[config.mk]
export PLATFORM = sky130hd
export DESIGN_NAME = c8ic_ctrl
export DESIGN_NICKNAME = d
export VERILOG_FILES = /design/src/hw/rtl/c8ic_pkg.sv /design/src/hw/rtl/c8ic_ctrl.sv
export SDC_FILE = /design/constraint.sdc
export NUM_CORES = 1
export LEC_CHECK = 0
export ABC_AREA = 0
export BUFFER_PORTS_ARGS = -buffer_cell sky130_fd_sc_hd__buf_2
export CORE_ASPECT_RATIO = 0.75
export CORE_UTILIZATION = 49
export DETAILED_ROUTE_END_ITERATION = 12
export PLACE_DENSITY = 0.84
export SYNTH_ARGS = -nofsm -noshare
export SYNTH_HDL_FRONTEND = slang
export SYNTH_SLANG_ARGS = --single-unit
[constraint.sdc]
create_clock -name aclk -period 2.15 [get_ports aclk]
set_clock_uncertainty 0.1 [all_clocks]
set_input_delay 0 -clock aclk [delete_from_list [all_inputs] [get_ports aclk]]
set_output_delay 0 -clock aclk [all_outputs]
set_load 0.005 [all_outputs]
[src/hw/rtl/c8ic_pkg.sv]
`timescale 1ns / 1ps
// ----------------------------------------------------------------------------
// c8ic_pkg
// Shared constants, step codes, opcode fields and the font table of the
// CHIP-8 interpreter core.
// ----------------------------------------------------------------------------
package c8ic_pkg;

    localparam int MEM_BYTES   = 4096;
    localparam int STACK_DEPTH = 16;
    localparam int SCREEN_W    = 64;
    localparam int SCREEN_H    = 32;

    localparam int MEM_AW   = $clog2(MEM_BYTES);
    localparam int STK_AW   = $clog2(STACK_DEPTH);
    localparam int LVL_W    = $clog2(STACK_DEPTH + 1);
    localparam int ROW_AW   = $clog2(SCREEN_H);
    localparam int COL_AW   = $clog2(SCREEN_W);
    localparam int CNT_W    = MEM_AW;
    localparam int FONT_LEN = 80;

    localparam logic [MEM_AW-1:0] PC_RESET  = 12'h200;
    localparam logic [MEM_AW-1:0] FONT_BASE = 12'h050;

    // item kinds
    localparam logic [1:0] OP_WRITE    = 2'd0;
    localparam logic [1:0] OP_EXEC     = 2'd1;
    localparam logic [1:0] OP_READ_ROW = 2'd2;
    localparam logic [1:0] OP_NOP      = 2'd3;

    // result status
    localparam logic [1:0] ST_OK        = 2'd0;
    localparam logic [1:0] ST_OVERFLOW  = 2'd1;
    localparam logic [1:0] ST_UNDERFLOW = 2'd2;
    localparam logic [1:0] ST_KEY_WAIT  = 2'd3;

    // sequencer steps
    localparam logic [4:0] S_CLEAR = 5'd0;
    localparam logic [4:0] S_IDLE  = 5'd1;
    localparam logic [4:0] S_MWR   = 5'd2;
    localparam logic [4:0] S_ROW0  = 5'd3;
    localparam logic [4:0] S_ROW1  = 5'd4;
    localparam logic [4:0] S_F0    = 5'd5;
    localparam logic [4:0] S_F1    = 5'd6;
    localparam logic [4:0] S_F2    = 5'd7;
    localparam logic [4:0] S_RX    = 5'd8;
    localparam logic [4:0] S_RY    = 5'd9;
    localparam logic [4:0] S_EXEC  = 5'd10;
    localparam logic [4:0] S_VF    = 5'd11;
    localparam logic [4:0] S_DRAW0 = 5'd12;
    localparam logic [4:0] S_DRAW1 = 5'd13;
    localparam logic [4:0] S_BCD   = 5'd14;
    localparam logic [4:0] S_ST    = 5'd15;
    localparam logic [4:0] S_LD    = 5'd16;
    localparam logic [4:0] S_DONE  = 5'd17;

    // instruction groups (top nibble)
    localparam logic [3:0] GRP_SYS   = 4'h0;
    localparam logic [3:0] GRP_JP    = 4'h1;
    localparam logic [3:0] GRP_CALL  = 4'h2;
    localparam logic [3:0] GRP_SE    = 4'h3;
    localparam logic [3:0] GRP_SNE   = 4'h4;
    localparam logic [3:0] GRP_SEXY  = 4'h5;
    localparam logic [3:0] GRP_LD    = 4'h6;
    localparam logic [3:0] GRP_ADD   = 4'h7;
    localparam logic [3:0] GRP_ALU   = 4'h8;
    localparam logic [3:0] GRP_SNEXY = 4'h9;
    localparam logic [3:0] GRP_LDI   = 4'hA;
    localparam logic [3:0] GRP_JPV0  = 4'hB;
    localparam logic [3:0] GRP_RND   = 4'hC;
    localparam logic [3:0] GRP_DRAW  = 4'hD;
    localparam logic [3:0] GRP_KEY   = 4'hE;
    localparam logic [3:0] GRP_MISC  = 4'hF;

    localparam logic [15:0] OPC_CLS = 16'h00E0;
    localparam logic [15:0] OPC_RET = 16'h00EE;

    localparam logic [3:0] ALU_MOV  = 4'h0;
    localparam logic [3:0] ALU_OR   = 4'h1;
    localparam logic [3:0] ALU_AND  = 4'h2;
    localparam logic [3:0] ALU_XOR  = 4'h3;
    localparam logic [3:0] ALU_ADD  = 4'h4;
    localparam logic [3:0] ALU_SUB  = 4'h5;
    localparam logic [3:0] ALU_SHR  = 4'h6;
    localparam logic [3:0] ALU_SUBN = 4'h7;
    localparam logic [3:0] ALU_SHL  = 4'hE;

    localparam logic [7:0] FN_SKP   = 8'h9E;
    localparam logic [7:0] FN_SKNP  = 8'hA1;
    localparam logic [7:0] FN_LDDT  = 8'h07;
    localparam logic [7:0] FN_WAITK = 8'h0A;
    localparam logic [7:0] FN_STDT  = 8'h15;
    localparam logic [7:0] FN_STST  = 8'h18;
    localparam logic [7:0] FN_ADDI  = 8'h1E;
    localparam logic [7:0] FN_FONT  = 8'h29;
    localparam logic [7:0] FN_BCD   = 8'h33;
    localparam logic [7:0] FN_STORE = 8'h55;
    localparam logic [7:0] FN_LOAD  = 8'h65;

    localparam logic [4:0] VF_IDX = 5'd15;

    typedef struct packed {
        logic [4:0]       step;
        logic [CNT_W-1:0] cnt;
        logic             accept;
        logic             load_out;
    } c8ic_cmd_t;

    typedef struct packed {
        logic [15:0] opcode;
    } c8ic_status_t;

    localparam logic [7:0] FONT_ROM [FONT_LEN] = '{
        8'hF0, 8'h90, 8'h90, 8'h90, 8'hF0, 8'h20, 8'h60, 8'h20, 8'h20, 8'h70,
        8'hF0, 8'h10, 8'hF0, 8'h80, 8'hF0, 8'hF0, 8'h10, 8'hF0, 8'h10, 8'hF0,
        8'h90, 8'h90, 8'hF0, 8'h10, 8'h10, 8'hF0, 8'h80, 8'hF0, 8'h10, 8'hF0,
        8'hF0, 8'h80, 8'hF0, 8'h90, 8'hF0, 8'hF0, 8'h10, 8'h20, 8'h40, 8'h40,
        8'hF0, 8'h90, 8'hF0, 8'h90, 8'hF0, 8'hF0, 8'h90, 8'hF0, 8'h10, 8'hF0,
        8'hF0, 8'h90, 8'hF0, 8'h90, 8'h90, 8'hE0, 8'h90, 8'hE0, 8'h90, 8'hE0,
        8'hF0, 8'h80, 8'h80, 8'h80, 8'hF0, 8'hE0, 8'h90, 8'h90, 8'h90, 8'hE0,
        8'hF0, 8'h80, 8'hF0, 8'h80, 8'hF0, 8'hF0, 8'h80, 8'hF0, 8'h80, 8'h80
    };

    function automatic logic [7:0] font_byte(input logic [MEM_AW-1:0] addr);
        logic [MEM_AW-1:0] off;
        off = addr - FONT_BASE;
        if (addr >= FONT_BASE && off < MEM_AW'(FONT_LEN)) begin
            return FONT_ROM[off[6:0]];
        end
        return 8'h00;
    endfunction

endpackage

[src/hw/rtl/c8ic_ctrl.sv]
`timescale 1ns / 1ps
// ----------------------------------------------------------------------------
// c8ic_ctrl
// Sequencer of the interpreter core: clearing pass, input and result
// handshakes, and the step order of each instruction.
// ----------------------------------------------------------------------------
module c8ic_ctrl (
    input  logic                  aclk,
    input  logic                  aresetn,
    input  logic                  s_valid,
    output logic                  s_ready,
    input  logic [1:0]            s_op,
    output logic                  m_valid,
    input  logic                  m_ready,
    input  c8ic_pkg::c8ic_status_t dp_status,
    output c8ic_pkg::c8ic_cmd_t    cmd
);

    logic [4:0]                 state_reg, state_next;
    logic [c8ic_pkg::CNT_W-1:0] cnt_reg, cnt_next;
    logic                       m_valid_reg, m_valid_next;
    logic                       accept, load;
    logic [3:0]                 grp, sub, x;
    logic [7:0]                 fn;

    assign grp = dp_status.opcode[15:12];
    assign x   = dp_status.opcode[11:8];
    assign sub = dp_status.opcode[3:0];
    assign fn  = dp_status.opcode[7:0];

    assign s_ready = (state_reg == c8ic_pkg::S_IDLE);
    assign accept  = s_valid && s_ready;
    assign load    = (state_reg == c8ic_pkg::S_DONE) && (!m_valid_reg || m_ready);
    assign m_valid = m_valid_reg;

    assign cmd.step     = state_reg;
    assign cmd.cnt      = cnt_reg;
    assign cmd.accept   = accept;
    assign cmd.load_out = load;

    always_comb begin
        state_next   = state_reg;
        cnt_next     = cnt_reg;
        m_valid_next = load ? 1'b1 : (m_ready ? 1'b0 : m_valid_reg);
        unique case (state_reg)
            c8ic_pkg::S_CLEAR: begin
                if (cnt_reg == c8ic_pkg::CNT_W'(c8ic_pkg::MEM_BYTES - 1)) begin
                    state_next = c8ic_pkg::S_IDLE;
                    cnt_next   = '0;
                end else begin
                    cnt_next = cnt_reg + 1'b1;
                end
            end
            c8ic_pkg::S_IDLE: begin
                cnt_next = '0;
                if (accept) begin
                    unique case (s_op)
                        c8ic_pkg::OP_WRITE:    state_next = c8ic_pkg::S_MWR;
                        c8ic_pkg::OP_EXEC:     state_next = c8ic_pkg::S_F0;
                        c8ic_pkg::OP_READ_ROW: state_next = c8ic_pkg::S_ROW0;
                        default:               state_next = c8ic_pkg::S_DONE;
                    endcase
                end
            end
            c8ic_pkg::S_MWR:  state_next = c8ic_pkg::S_DONE;
            c8ic_pkg::S_ROW0: state_next = c8ic_pkg::S_ROW1;
            c8ic_pkg::S_ROW1: state_next = c8ic_pkg::S_DONE;
            c8ic_pkg::S_F0:   state_next = c8ic_pkg::S_F1;
            c8ic_pkg::S_F1:   state_next = c8ic_pkg::S_F2;
            c8ic_pkg::S_F2:   state_next = c8ic_pkg::S_RX;
            c8ic_pkg::S_RX:   state_next = c8ic_pkg::S_RY;
            c8ic_pkg::S_RY:   state_next = c8ic_pkg::S_EXEC;
            c8ic_pkg::S_EXEC: begin
                cnt_next   = '0;
                state_next = c8ic_pkg::S_DONE;
                if (grp == c8ic_pkg::GRP_DRAW) begin
                    state_next = (sub == 4'h0) ? c8ic_pkg::S_VF : c8ic_pkg::S_DRAW0;
                end else if (grp == c8ic_pkg::GRP_ALU) begin
                    if (sub == c8ic_pkg::ALU_ADD || sub == c8ic_pkg::ALU_SUB ||
                        sub == c8ic_pkg::ALU_SUBN || sub == c8ic_pkg::ALU_SHR ||
                        sub == c8ic_pkg::ALU_SHL) begin
                        state_next = c8ic_pkg::S_VF;
                    end
                end else if (grp == c8ic_pkg::GRP_MISC) begin
                    if (fn == c8ic_pkg::FN_ADDI) state_next = c8ic_pkg::S_VF;
                    else if (fn == c8ic_pkg::FN_BCD) state_next = c8ic_pkg::S_BCD;
                    else if (fn == c8ic_pkg::FN_STORE) state_next = c8ic_pkg::S_ST;
                    else if (fn == c8ic_pkg::FN_LOAD) state_next = c8ic_pkg::S_LD;
                end
            end
            c8ic_pkg::S_DRAW0: state_next = c8ic_pkg::S_DRAW1;
            c8ic_pkg::S_DRAW1: begin
                if (cnt_reg[3:0] == sub - 4'd1) begin
                    state_next = c8ic_pkg::S_VF;
                    cnt_next   = '0;
                end else begin
                    state_next = c8ic_pkg::S_DRAW0;
                    cnt_next   = cnt_reg + 1'b1;
                end
            end
            c8ic_pkg::S_VF: state_next = c8ic_pkg::S_DONE;
            c8ic_pkg::S_BCD: begin
                if (cnt_reg[1:0] == 2'd2) state_next = c8ic_pkg::S_DONE;
                else cnt_next = cnt_reg + 1'b1;
            end
            c8ic_pkg::S_ST: begin
                if (cnt_reg[3:0] == x) state_next = c8ic_pkg::S_DONE;
                else cnt_next = cnt_reg + 1'b1;
            end
            c8ic_pkg::S_LD: begin
                if (cnt_reg[4:0] == {1'b0, x} + 5'd1) state_next = c8ic_pkg::S_DONE;
                else cnt_next = cnt_reg + 1'b1;
            end
            c8ic_pkg::S_DONE: begin
                if (load) state_next = c8ic_pkg::S_IDLE;
            end
            default: state_next = c8ic_pkg::S_IDLE;
        endcase
    end

    always_ff @(posedge aclk) begin
        if (!aresetn) begin
            state_reg   <= c8ic_pkg::S_CLEAR;
            cnt_reg     <= '0;
            m_valid_reg <= 1'b0;
        end else begin
            state_reg   <= state_next;
            cnt_reg     <= cnt_next;
            m_valid_reg <= m_valid_next;
        end
    end

endmodule

# --- After elaboration in Yosys (flattened, before gate mapping) ---
# Cells that the tools add are included.
totals:
  regBits: 18
  inputBits: 22
  output_inout_bits: 21
op_classes:
  addsub: 3
  n_eq_ne: 45
  muxes: 26
  reduce_logical: 17
op_table:
  columns: ["op", "n"]
  rows:
  - ["$pmux 5 s16", 1]
  - ["$pmux 12 s6", 1]
  - ["$mux 5", 13]
  - ["$mux 12", 5]
  - ["$eq 5x4->1 const B", 8]
  - ["$eq 5x3->1 const B", 4]
  - ["$eq 4x3->1 const B", 4]
  - ["$eq 4x4->1 const B", 4]
  - ["$eq 8x7->1 const B", 2]
  - ["$ne 2x2->1 const B", 8]
  - ["$pmux 5 s3", 1]
  - ["$add 12x1->12 const B", 1]
  - ["$eq 12x12->1 const B", 1]
  - ["$eq 5x2->1 const B", 2]
  - ["$eq 5x5->1 const B", 2]
  - ["$eq 4x4->1", 2]
  - ["$eq 8x5->1 const B", 1]
  - ["$eq 8x6->1 const B", 1]
  - ["$mux 3", 2]
  - ["$reduce_and 6->1", 1]
  - ["$reduce_bool 6->1", 1]
  - ["$add 4x1->5 const B", 1]
  - ["$eq 5x1->1 const B", 1]
  - ["$eq 5x5->1", 1]
  - ["other kinds (15)", 23]

# --- Logic depth before layout (Yosys ltp) ---
# Gate-level depths: netlist (run 1).
depth:
  word_depth: 9
  mapped_depth: 8

# --- Least setup slack after synthesis (run 1) ---
# No wires, ideal clock.
synth_path:
  kind: "register to register"
  from: "register cnt_reg[0] in the netlist's numbering"
  to: "register cnt_reg[9] in the netlist's numbering"
  setup_time_ns: 0.070
  arrival_ns: 1.911
  t_required_ns: 1.980
  slack_ns: 0.070
  path_stages_with_launch: 9
  n_path_buf: 0
  synth_period_minus_slack_ns: 2.080
  cell_sequence: "dfxtp_1 > inv_1 > ha_1 > nand2b_1 > a2bb2oi_1 > a31o_2 > nand3_4 > or4_1 > a21oi_1"
synth_between:
  elab_chain_cells: 3
  elab_cells_between_ends: 16
  classes_between: "add/sub (1); eq/ne (8); mux (6); reduce/logical (1)"
synth_rtl:
  columns: ["item", "line", "text"]
  rows:
  - ["start: declaration", "c8ic_ctrl.sv:20", "logic [c8ic_pkg::CNT_W-1:0] cnt_reg, cnt_next;"]
  - ["start signal: assignment", "c8ic_ctrl.sv:128", "cnt_reg <= cnt_next;"]
  - ["$add 12x1->12 (tied with other cells)", null, null]
  - ["$mux 12 (tied with other cells)", "c8ic_ctrl.sv:111", "if (cnt_reg[4:0] == {1'b0, x} + 5'd1) state_next = c8ic_pkg::S_DONE;"]
  - ["$pmux 12 s6 or $reduce_and 4->1 (tied branches)", null, null]
# Several ways; a longest one is shown, not always the timed one. The select of a mux whose other input is x is not followed.
# A chain may end at the register's enable or synchronous reset.

# --- Worst setup path after layout (run 1) ---
layout_path:
  from: "register cnt_reg[0] in the netlist's numbering"
  to: "register state_reg[0]"
layout_between:
  elab_chain_cells: 3
  elab_cells_between_ends: 12
  classes_between: "eq/ne (9); mux (2); reduce/logical (1)"
layout_rtl:
  columns: ["item", "line", "text"]
  rows:
  - ["$eq 12x12->1 (tied with other cells)", "c8ic_ctrl.sv:47", "if (cnt_reg == c8ic_pkg::CNT_W'(c8ic_pkg::MEM_BYTES - 1)) begin"]
  - ["$ne 2x2->1 (no line) or $mux 3 (tied branches)", null, null]
  - ["$reduce_and 6->1 (no line) or $pmux 5 s16 (tied branches)", null, null]
  - ["end signal: assignment", "c8ic_ctrl.sv:123", "state_reg <= c8ic_pkg::S_CLEAR;"]
  - ["end signal: assignment", "c8ic_ctrl.sv:127", "state_reg <= state_next;"]
  - ["end: declaration", "c8ic_ctrl.sv:19", "logic [4:0] state_reg, state_next;"]
# Several ways; a longest one is shown, not always the timed one.

==> metrics.md, run 1 <==
| Metric | Value |
|---|---|
| Startpoint of the most critical hold path | `dp_status[13]` |
| Critical path fanouts, max | `5` |
| Critical path startpoint category | `register` |
| Final-report setup violation count | `4` |
| Setup repair after global routing missed its margin | `true` |
| Average footprint of a synthesized cell | `around 7.7 um^2` |
| Cell area after technology mapping | `1820 um^2` |
| WP data arrival | `2290 ps` |
| Total track usage | `0.245` |
| Category of the critical setup timing path | `reg2reg` |
| Flip-flop count of the largest register after layout | `12` |
| Critical path's slowest cell | `a32oi_1` |
| Critical path's largest stage delay | `around 400 ps` |
| Crit share post-route | `1.02` |
| Main flop type after synthesis | `dfxtp_1` |
| Weighted congestion reported at the end of routability-driven placement | `between 0.9 and 1` |
| Global route total overflow | `0` |
| Post-Place Setup Slack | `roughly 26 ps` |
| Synthesis-to-finish area growth | `29.3%` |
| DR iter-0 viols | `just over 300` |
| Core area | `3420 um^2` |
| Share of post-route cells with drive strength above 1 | `0.349` |
| DRC errors left | `0` |
| Most numerous cell in the Yosys netlist | `nand2_1` |
| Root buffer cell | `clkbuf_8` |
| Count of state elements after synthesis | `18` |
| H-tree levels | `1` |
| Maximum root-to-sink buffer count | `2` |
| Pin count of the biggest net entering global routing | `22` |
| Accumulated negative setup slack | `-139 ps` |
| Actual transition at the worst max-transition pin | `535 ps` |
| Violations in the final reports | `negative setup slack` |
| Number of vias after detailed routing | `2027` |
| Number of antenna-violating nets in the routed design | `0` |
| Endpoint class of the critical path | `register` |
| Top cells by instance count after synthesis | `nand2_1, a21oi_1, dfxtp_1, nor2_1, xnor2_1` |
| Critical path cell sequence | `buf_4 > xnor2_1 > nand4_1 > a32oi_1 > nand3b_1 > buf_4 > nand3b_1 > a21oi_1` |
| Highest clock frequency the design can meet | `~460 MHz` |
| Fin. Hold Viols | `0` |
| Leakage component of the power | `roughly 0.96 nW` |
| Synthesized instance count | `235` |
| Peak ir drop on the vdd network | `467 uV` |
| Clock slew seen by the registers of the worst setup and hold paths | `~70 ps` |
| PD cells | `roughly 340 nW/um^2` |
| Post-synthesis cell type count | `65` |
| Remaining max-slew budget at the tightest pin | `0.638` |
| Total number of clock tree sinks | `18` |
| Final WS setup | `-47.1 ps` |
| Worst min-delay path category | `in2reg` |
| Die outline width | `between 70 and 80 um` |
| Launch point of the critical path | `cnt_reg[0]$_SDFFE_PN0P_` |
| Global-route wire length before repair | `around 7.4 mm` |
| Post-layout net count | `between 300 and 400` |
| Max Slew Vio Count | `0` |
| Number of top-level pins | `43` |
| Mapped Nets | `approximately 270` |
| Leading area contributor after synthesis | `dfxtp_1` |
| DRT Pass-1 Iters | `5` |
| Initial Util | `0.531` |
| Yosys top cell area share | `0.198` |
| Clock tree from TritonCTS | `built` |
| Number of enable flip-flop cells after synthesis | `0` |
| Reported max-cap violation count | `0` |
| Die extent in y | `54.7 um` |
| Worst-skew pair later-pin latency | `260 ps` |
| Biggest area contributors in the synthesized netlist | `dfxtp_1, xnor2_1, ha_1` |
| Input/output buffers | `between 40 and 50` |
| Number of global-route vias before repair | `roughly 1600` |
| Yosys warnings | `0` |
| Clock period minus worst slack | `~2200 ps` |
| Critical Path RT | `2240 ps` |
| Run status | `finished, violations left` |
| Detailed placement HPWL | `about 3.7 mm` |
| Antenna diodes | `0` |
| Die footprint | `3960 um^2` |
| Drt total wl | `between 5 and 6 mm` |
| Via-to-Cell Ratio | `5.93` |
| Proportion of synthesized chip area in sequential cells | `0.198` |
| Number of clock buffers inserted by TritonCTS | `3` |
| Number of placement rows | `18` |
| Wirelength per Cell | `14.9 um` |
| Fraction of synthesis flops using an asynchronous set or reset pin | `0` |
| Launch point of the worst reg-to-reg path | `cnt_reg[0]$_SDFFE_PN0P_` |
| Antenna violations before repair | `0` |
logic make-up after synthesis:
kind of cell / synth area share
xor gates and xnor gates: 0.0957
muxes: 0.00620
AOI/OAI and AO/OA: 0.233
and+or+nand+nor: 0.349
DFF: 0.198
adders and majority gates: 0.0551
buffers and inverters: 0.0620
power breakdown:
group	internal, mW	switching (mW)
Combinational	0.0794	0.0872
Clock	0.163	0.121
Sequential	0.339	0.00530
worst paths after layout:
path	slack, ps	depth (start not counted)	endpoint
worst min register to register	410	2	cnt_reg[10]$_SDFFE_PN0P_
worst max register to register	-50	8	state_reg[0]$_SDFFE_PN0P_
worst min-delay path	150	4	state_reg[3]$_SDFFE_PN0P_
worst max-delay path	-50	8	state_reg[0]$_SDFFE_PN0P_
per-stage QoR:
stage	utilization	hold WS, ps	cell area, um^2	cells	power, mW
after global placement	0.633	217	2170	333	0.506
after CTS	0.655	94.9	2240	339	0.793
after floorplan	-	67.1	1820	235	0.446
after global routing	0.686	173	2350	342	0.831
final	0.686	152	2350	342	0.794
after detailed placement	0.633	218	2170	333	0.510
area by class of cell:
type	instances	area, um^2
flip-flops and latches	18	370
fillers	285	1070
clock buffers	4	55.1
multi-input cells	194	1420
repair buffers	69	418
inverters	7	26.3
well taps	50	62.6
cell usage in the layout (no fill, tap or decap), drive strengths merged, types with 4 or more instances in the layout:
master / instances
buf: 67
nand2: 19
nor2: 19
a21oi: 18
dfxtp: 18
xnor2: 13
o21ai: 10
nand3: 9
nor3: 9
nand4: 8
ha: 8
inv: 7
nand2b: 7
xor2: 6
nor2b: 6
or4: 5
or3: 4
clkbuf: 4
or2: 4
metal layers:
| metal | up-vias | part of all wire | track usage |
|---|---|---|---|
| li1 | 985 | - | - |
| met1 | 944 | 0.48 | 0.358 |
| met2 | 94 | 0.45 | 0.379 |
| met3 | 4 | 0.064 | 0.0460 |
| met4 | 0 | 0.0049 | 0.0359 |
| met5 | - | 0 | 0 |
critical path: cells and delay by family, from the launching register on:
| kind | cells | cell delay, ps |
|---|---|---|
| AOI/OAI and AO/OA | 2 | 550 |
| xor gates and xnor gates | 1 | 200 |
| buffers and inverters | 2 | 350 |
| DFF | 1 | 320 |
| and+or+nand+nor | 3 | 600 |
timing repair:
action | 4_1_cts | 5_1_grt
hold endpoints to repair | 3 | 0
hold buffers | 2 | 0
buffers inserted | 0 | 3
endpoints found under the setup margin | 0 | 13
gates resized for setup | 0 | 21
(Power assumes the default switching activity.)
==> inputs of run 2 (changes only) <==
--- a/config.mk
+++ b/config.mk
@@ -7,7 +7,6 @@
 export LEC_CHECK = 0
 export ABC_AREA = 0
 export BUFFER_PORTS_ARGS = -buffer_cell sky130_fd_sc_hd__buf_2
-export CORE_ASPECT_RATIO = 0.75
 export CORE_UTILIZATION = 49
 export DETAILED_ROUTE_END_ITERATION = 12
 export PLACE_DENSITY = 0.84
==> run 2 against run 1 <==
Net effect:
- the flow now finishes without violations
- wire length up 2.6%
- via count up 3.2%
- setup slack better by 61 ps
- final area up 1.3%
- non-clock buffer count up 7
- largest power group unchanged
- sequential power about the same
- critical path type unchanged
- largest cell class unchanged
- global-route usage up 1.0 points
- fmax up 2.9%
- sequential share of layout area down 0.25 points
- register-to-register slack better by 60 ps
- hold slack worse by 38 ps
- clock power about the same
==> metrics.md, run 2 (same netlist as run 1, synthesis figures left out) <==
| Metric | Value |
|---|---|
| Core area | `3440 um^2 (was 3420 um^2)` |
| Wirelength per Cell | `15.2 um (was 14.9 um)` |
| Die outline width | `62.9 um (was 72.3 um)` |
| Flip-flop count of the largest register after layout | `12 (unchanged)` |
| Drt total wl | `5.23 mm (was 5.10 mm)` |
| Utilization after layout | `0.691 (was 0.686)` |
| H-tree levels | `1 (unchanged)` |
| DRC errors left | `0 (unchanged)` |
| Input/output buffers | `42 (unchanged)` |
| Worst hold path stage count | `4 (unchanged)` |
| Peak ir drop on the vdd network | `337 uV (was 467 uV)` |
| Number of non-filler instances in the completed layout | `345 (was 342)` |
| Clock tree from TritonCTS | `built (unchanged)` |
| Via-to-Cell Ratio | `6.06 (was 5.93)` |
| Global-route wire length before repair | `8.24 mm (was 7.38 mm)` |
| Clock slew seen by the registers of the worst setup and hold paths | `70 ps (about the same)` |
| Design Area, Final | `2380 um^2 (was 2350 um^2)` |
| Clock period minus worst slack | `2140 ps (was 2200 ps)` |
| Fin. Hold Viols | `0 (unchanged)` |
| Die footprint | `3960 um^2 (about the same)` |
| Placed Cells incl. Taps | `330 (was 333)` |
| DR iter-0 viols | `242 (was 308)` |
| Launch point of the worst reg-to-reg path | `state_reg[1]$_SDFFE_PN0P_ (was cnt_reg[0]$_SDFFE_PN0P_)` |
| Weighted congestion reported at the end of routability-driven placement | `0.957 (was 0.972)` |
| Leakage component of the power | `0.984 nW (was 0.964 nW)` |
| PD cells | `333 nW/um^2 (was 338 nW/um^2)` |
| Endpoint class of the critical path | `register (unchanged)` |
| Destination of the worst hold path | `state_reg[3]$_SDFFE_PN0P_ (unchanged)` |
| Global route total overflow | `0 (unchanged)` |
| Pin count of the biggest net entering global routing | `13 (was 22)` |
| Reported max-cap violation count | `0 (unchanged)` |
| Final-report setup violation count | `0 (was 4)` |
| Number of antenna-violating nets in the routed design | `0 (unchanged)` |
| Worst min-delay path category | `in2reg (unchanged)` |
| Detailed placement HPWL | `3.65 mm (was 3.68 mm)` |
| Remaining max-slew budget at the tightest pin | `0.611 (was 0.638)` |
| Sum of internal, switching and leakage power | `0.792 mW (was 0.794 mW)` |
| Number of global-route vias before repair | `1784 (was 1566)` |
| Number of placement rows | `21 (was 18)` |
| Most common cell after layout, fill and taps aside | `buf_2 (unchanged)` |
| Die extent in y | `62.9 um (was 54.7 um)` |
| Worst Reg2Reg Path Length in Cells | `8 (unchanged)` |
| Accumulated negative setup slack | `0 ps (was -139 ps)` |
| Antenna violations before repair | `0 (unchanged)` |
| Maximum root-to-sink buffer count | `2 (unchanged)` |
| Antenna diodes | `0 (unchanged)` |
| Initial Util | `0.528 (was 0.531)` |
| Crit share post-route | `0.994 (was 1.02)` |
| Number of top-level pins | `43 (unchanged)` |
| Total track usage | `0.255 (was 0.245)` |
| Post-layout net count | `330 (was 323)` |
| Internal reg-to-reg setup slack | `10 ps (was -50 ps)` |
| Setup repair after global routing missed its margin | `true (unchanged)` |
| Highest clock frequency the design can meet | `468 MHz (was 455 MHz)` |
| Crit Reg-Reg Endpoint | `cnt_reg[3]$_SDFFE_PN0P_ (was state_reg[0]$_SDFFE_PN0P_)` |
| Share of post-route cells with drive strength above 1 | `0.348 (was 0.349)` |
| Root buffer cell | `clkbuf_8 (unchanged)` |
| Actual transition at the worst max-transition pin | `576 ps (was 535 ps)` |
| Worst-skew pair later-pin latency | `260 ps (about the same)` |
| Placement Cell Area | `2170 um^2 (about the same)` |
| Top library cells by usage in the layout, fill and taps aside | `buf_2, buf_4, nand2_1 (unchanged)` |
| Critical path startpoint category | `register (unchanged)` |
| Number of clock buffers inserted by TritonCTS | `3 (unchanged)` |
| Category of the critical setup timing path | `reg2reg (unchanged)` |
| Synthesis-to-finish area growth | `31.0% (was 29.3%)` |
| WP data arrival | `2190 ps (was 2290 ps)` |
| Startpoint of the most critical hold path | `dp_status[13] (unchanged)` |
| Critical Path RT | `2210 ps (was 2240 ps)` |
| Run status | `completed (was finished, violations left)` |
| Number of vias after detailed routing | `2092 (was 2027)` |
| Max Slew Vio Count | `0 (unchanged)` |
| Total number of clock tree sinks | `18 (unchanged)` |
| DRT Pass-1 Iters | `5 (unchanged)` |
| Critical path fanouts, max | `6 (was 5)` |
==> run 2: cell types whose count changed in the layout (fill, tap and decap cells not counted), sizes merged <==
cell / delta
buf: +7
==> run 2: metrics by stage <==
step	setup slack, ps	hold WS (ps)
final	13.9	114
after global routing	-90.9	173
after CTS	21.4	117
after floorplan	69.6	67.1
after detailed placement	57.7	227
after global placement	75.4	220
==> run 2: worst max-delay path by stage <==
stage                              startpoint                         to  slack [ps]  cells after the start
floorplan             cnt_reg[0]$_SDFFE_PN0P_    cnt_reg[9]$_SDFFE_PN0P_          70                      8
global placement    state_reg[0]$_SDFFE_PN0P_  state_reg[1]$_SDFFE_PN0P_          80                      6
detailed placement  state_reg[1]$_SDFFE_PN0P_   cnt_reg[11]$_SDFFE_PN0P_          60                      6
CTS                   cnt_reg[0]$_SDFFE_PN0P_   cnt_reg[11]$_SDFFE_PN0P_          20                      8
global route          cnt_reg[0]$_SDFFE_PN0P_    cnt_reg[7]$_SDFFE_PN0P_         -90                      8
finish              state_reg[1]$_SDFFE_PN0P_    cnt_reg[3]$_SDFFE_PN0P_          10                      8
==> run 2: area by class of cell <==
cell class	instances	area, um^2
Clock buffer	4	55.1
Fill cell	269	1060
Inverter	7	26.3
Multi-Input combinational cell	194	1380
Sequential cell	18	369
Tap cell	46	57.6
Timing Repair Buffer	76	490
==> run 2: repair_timing <==
item | 4_1_cts | 5_1_grt
gates resized for setup | 0 | 15
setup buffers | 0 | 9
hold buffers | 2 | 0
setup endpoints to repair | 0 | 14
endpoints found under the hold margin | 3 | 0
==> run 2: critical path, stage by stage (launching register included) <==
cell	delay (ps)
dfxtp_4	360
buf_6	120
or4_4	450
nor2_4	170
o2111ai_4	200
nand4b_1	290
buf_4	160
xor2_1	140
nor2_1	50
==> run 2: report_power, final <==
group | internal (mW) | switching, mW
Clock | 0.163 | 0.120
Combinational | 0.0795 | 0.0873
Sequential | 0.338 | 0.00533
==> run 2: metal layers <==
layer  vias up  GRT usage  routed length, um
met1       978      0.345               2300
li1       1004          -                  -
met3        13     0.0401                305
met4         0     0.0669                100
met5         -          0                  0
met2        97      0.415               2520
==> inputs of run 3 (changes only) <==
--- a/config.mk
+++ b/config.mk
@@ -7,9 +7,11 @@
 export LEC_CHECK = 0
 export ABC_AREA = 0
 export BUFFER_PORTS_ARGS = -buffer_cell sky130_fd_sc_hd__buf_2
+export CAP_MARGIN = 30
 export CORE_UTILIZATION = 49
 export DETAILED_ROUTE_END_ITERATION = 12
 export PLACE_DENSITY = 0.84
+export RECOVER_POWER = 50
 export SYNTH_ARGS = -nofsm -noshare
 export SYNTH_HDL_FRONTEND = slang
 export SYNTH_SLANG_ARGS = --single-unit
==> run 3 against run 2 <==
Net effect:
- utilization fell by 0.11 points
- hold slack about the same
- fmax fell by 0.16%
- highest routed layer unchanged
- count of clock-buffer cells in the layout is the same
- clock power about the same
- first-iteration DRC count fell by 0.41%
- wire length increased by 0.27%
- register-to-register slack barely moved
- global-route usage unchanged
- die area unchanged
- total power is essentially flat
- sequential share of layout area about the same
==> metrics.md, run 3 (same netlist as run 1, synthesis figures left out) <==
| Metric | Value |
|---|---|
| Reported max-cap violation count | `0 (unchanged)` |
| Internal power consumption | `0.580 mW (about the same)` |
| Setup repair after global routing missed its margin | `true (unchanged)` |
| Die extent in y | `62.9 um (unchanged)` |
| Die footprint | `3960 um^2 (unchanged)` |
| Endpoint class of the critical path | `register (unchanged)` |
| Critical path fanouts, max | `6 (unchanged)` |
| Total number of clock tree sinks | `18 (unchanged)` |
| Number of placement rows | `21 (unchanged)` |
| Post-Place Setup Slack | `57.7 ps (unchanged)` |
| Flip-flop count of the largest register after layout | `12 (unchanged)` |
| Remaining max-slew budget at the tightest pin | `0.609 (was 0.611)` |
| Combinational cell fraction of total power | `0.210 (about the same)` |
| Leakage component of the power | `0.980 nW (was 0.984 nW)` |
| Post-layout net count | `330 (unchanged)` |
| Highest clock frequency the design can meet | `467 MHz (was 468 MHz)` |
| Crit share post-route | `0.995 (was 0.994)` |
| Number of global-route vias before repair | `1784 (unchanged)` |
| Run status | `completed (unchanged)` |
| Max Slew Vio Count | `0 (unchanged)` |
| Antenna diodes | `0 (unchanged)` |
| Actual transition at the worst max-transition pin | `579 ps (was 576 ps)` |
| Reported net switching power | `0.212 mW (about the same)` |
| Pin count of the biggest net entering global routing | `13 (unchanged)` |
| Peak ir drop on the vdd network | `337 uV (about the same)` |
| Clock period minus worst slack | `2140 ps (about the same)` |
| Sum of internal, switching and leakage power | `0.792 mW (about the same)` |
| Category of the critical setup timing path | `reg2reg (unchanged)` |
| Number of clock buffers inserted by TritonCTS | `3 (unchanged)` |
| Core area | `3440 um^2 (unchanged)` |
| Fin. Hold Viols | `0 (unchanged)` |
| Worst min-delay path category | `in2reg (unchanged)` |
| Initial Util | `0.528 (unchanged)` |
| Synthesis-to-finish area growth | `30.8% (was 31.0%)` |
| Category of cells accounting for the largest share of critical-path delay | `simple AND/OR/NAND/NOR gates (unchanged)` |
| Number of antenna-violating nets in the routed design | `0 (unchanged)` |
| Die outline width | `62.9 um (unchanged)` |
| Design Area, Final | `2380 um^2 (about the same)` |
| Drt total wl | `5.24 mm (was 5.23 mm)` |
| Clock Power Share | `0.357 (about the same)` |
| Maximum root-to-sink buffer count | `2 (unchanged)` |
| Placement Cell Area | `2170 um^2 (unchanged)` |
| Startpoint of the most critical hold path | `dp_status[13] (unchanged)` |
| DRT Pass-1 Iters | `5 (unchanged)` |
| DR iter-0 viols | `241 (was 242)` |
| Clock tree from TritonCTS | `built (unchanged)` |
| Via-to-Cell Ratio | `6.02 (was 6.06)` |
| Utilization after layout | `0.690 (was 0.691)` |
| Most common cell after layout, fill and taps aside | `buf_2 (unchanged)` |
| Critical Path RT | `2210 ps (about the same)` |
| Accumulated negative setup slack | `0 ps (unchanged)` |
| Reg power frac | `0.433 (about the same)` |
| Top library cells by usage in the layout, fill and taps aside | `buf_2, buf_4, nand2_1 (unchanged)` |
| Critical path's largest stage delay | `450 ps (about the same)` |
| Critical path startpoint category | `register (unchanged)` |
| DRC errors left | `0 (unchanged)` |
| Number of top-level pins | `43 (unchanged)` |
| Launch point of the critical path | `state_reg[1]$_SDFFE_PN0P_ (unchanged)` |
| Root buffer cell | `clkbuf_8 (unchanged)` |
| Total track usage | `0.255 (unchanged)` |
| Global-route wire length before repair | `8.24 mm (unchanged)` |
| Critical path cell sequence | `buf_6 > or4_4 > nor2_4 > o2111ai_4 > nand4b_1 > buf_4 > xor2_1 > nor2_1 (unchanged)` |
| Critical path buffer and inverter count | `2 (unchanged)` |
| PD cells | `334 nW/um^2 (was 333 nW/um^2)` |
| Antenna violations before repair | `0 (unchanged)` |
| Number of vias after detailed routing | `2077 (was 2092)` |
| WP data arrival | `2200 ps (was 2190 ps)` |
| Wirelength per Cell | `15.2 um (about the same)` |
| Share of post-route cells with drive strength above 1 | `0.344 (was 0.348)` |
| Detailed placement HPWL | `3.65 mm (unchanged)` |
| Launch point of the worst reg-to-reg path | `state_reg[1]$_SDFFE_PN0P_ (unchanged)` |
| Input/output buffers | `42 (unchanged)` |
| Final-report setup violation count | `0 (unchanged)` |
| Final WS setup | `10.4 ps (was 13.9 ps)` |
| Worst-skew pair later-pin latency | `260 ps (about the same)` |
| Global route total overflow | `0 (unchanged)` |
| Weighted congestion reported at the end of routability-driven placement | `0.957 (unchanged)` |
| Clock slew seen by the registers of the worst setup and hold paths | `70 ps (about the same)` |
| Critical path's slowest cell | `or4_4 (unchanged)` |
| H-tree levels | `1 (unchanged)` |
| Share of total power consumed by net switching | `0.268 (about the same)` |
run 3: per-stage QoR:
| step | cells | hold slack [ps] |
|---|---|---|
| 3_5_place_dp | 330 | 227 |
| 2_1_floorplan | 235 | 67.1 |
| 6_report | 345 | 114 |
| 4_1_cts | 336 | 117 |
| 5_1_grt | 345 | 173 |
| 3_3_place_gp | 330 | 220 |
run 3: repair_timing:
action | CTS | global route
hold buffers | 2 | 0
hold endpoints to repair | 3 | 0
setup endpoints to repair | 0 | 14
gates resized for setup | 0 | 15
buffers inserted | 0 | 9
run 3: layer usage:
layer,GRT usage,wire [um],vias up
met4,0.0669,93,0
met5,0,0,-
met1,0.345,2340,977
met3,0.0401,279,11
met2,0.415,2520,84
li1,-,-,1005
run 3: power groups by stage:
stage / clock (mW) / sequential (mW) / combinational [mW]
2_1_floorplan: 0 / 0.351 / 0.0946
3_3_place_gp: 0 / 0.351 / 0.153
3_5_place_dp: 0 / 0.351 / 0.157
4_1_cts: 0.281 / 0.344 / 0.160
5_1_grt: 0.293 / 0.344 / 0.183
6_report: 0.283 / 0.343 / 0.167
run 3: worst paths after layout:
check	to	slack, ps	cells past startpoint
hold reg to reg	cnt_reg[7]$_SDFFE_PN0P_	430	2
hold / removal	state_reg[3]$_SDFFE_PN0P_	110	4
setup reg to reg	cnt_reg[3]$_SDFFE_PN0P_	10	8
setup / recovery	cnt_reg[3]$_SDFFE_PN0P_	10	8
run 3: layout make-up:
| type | count | area [um^2] |
|---|---|---|
| clock buffer | 4 | 55.1 |
| fill | 269 | 1070 |
| inverter | 7 | 26.3 |
| multi-input combinational | 194 | 1380 |
| sequential | 18 | 369 |
| tap | 46 | 57.6 |
| timing repair buffer | 76 | 487 |
run 3: worst register-to-register path: stages, from the launching register on:
cell,delay [ps]
dfxtp_4,360
buf_6,120
or4_4,450
nor2_4,170
o2111ai_4,200
nand4b_1,290
buf_4,160
xor2_1,140
nor2_1,50
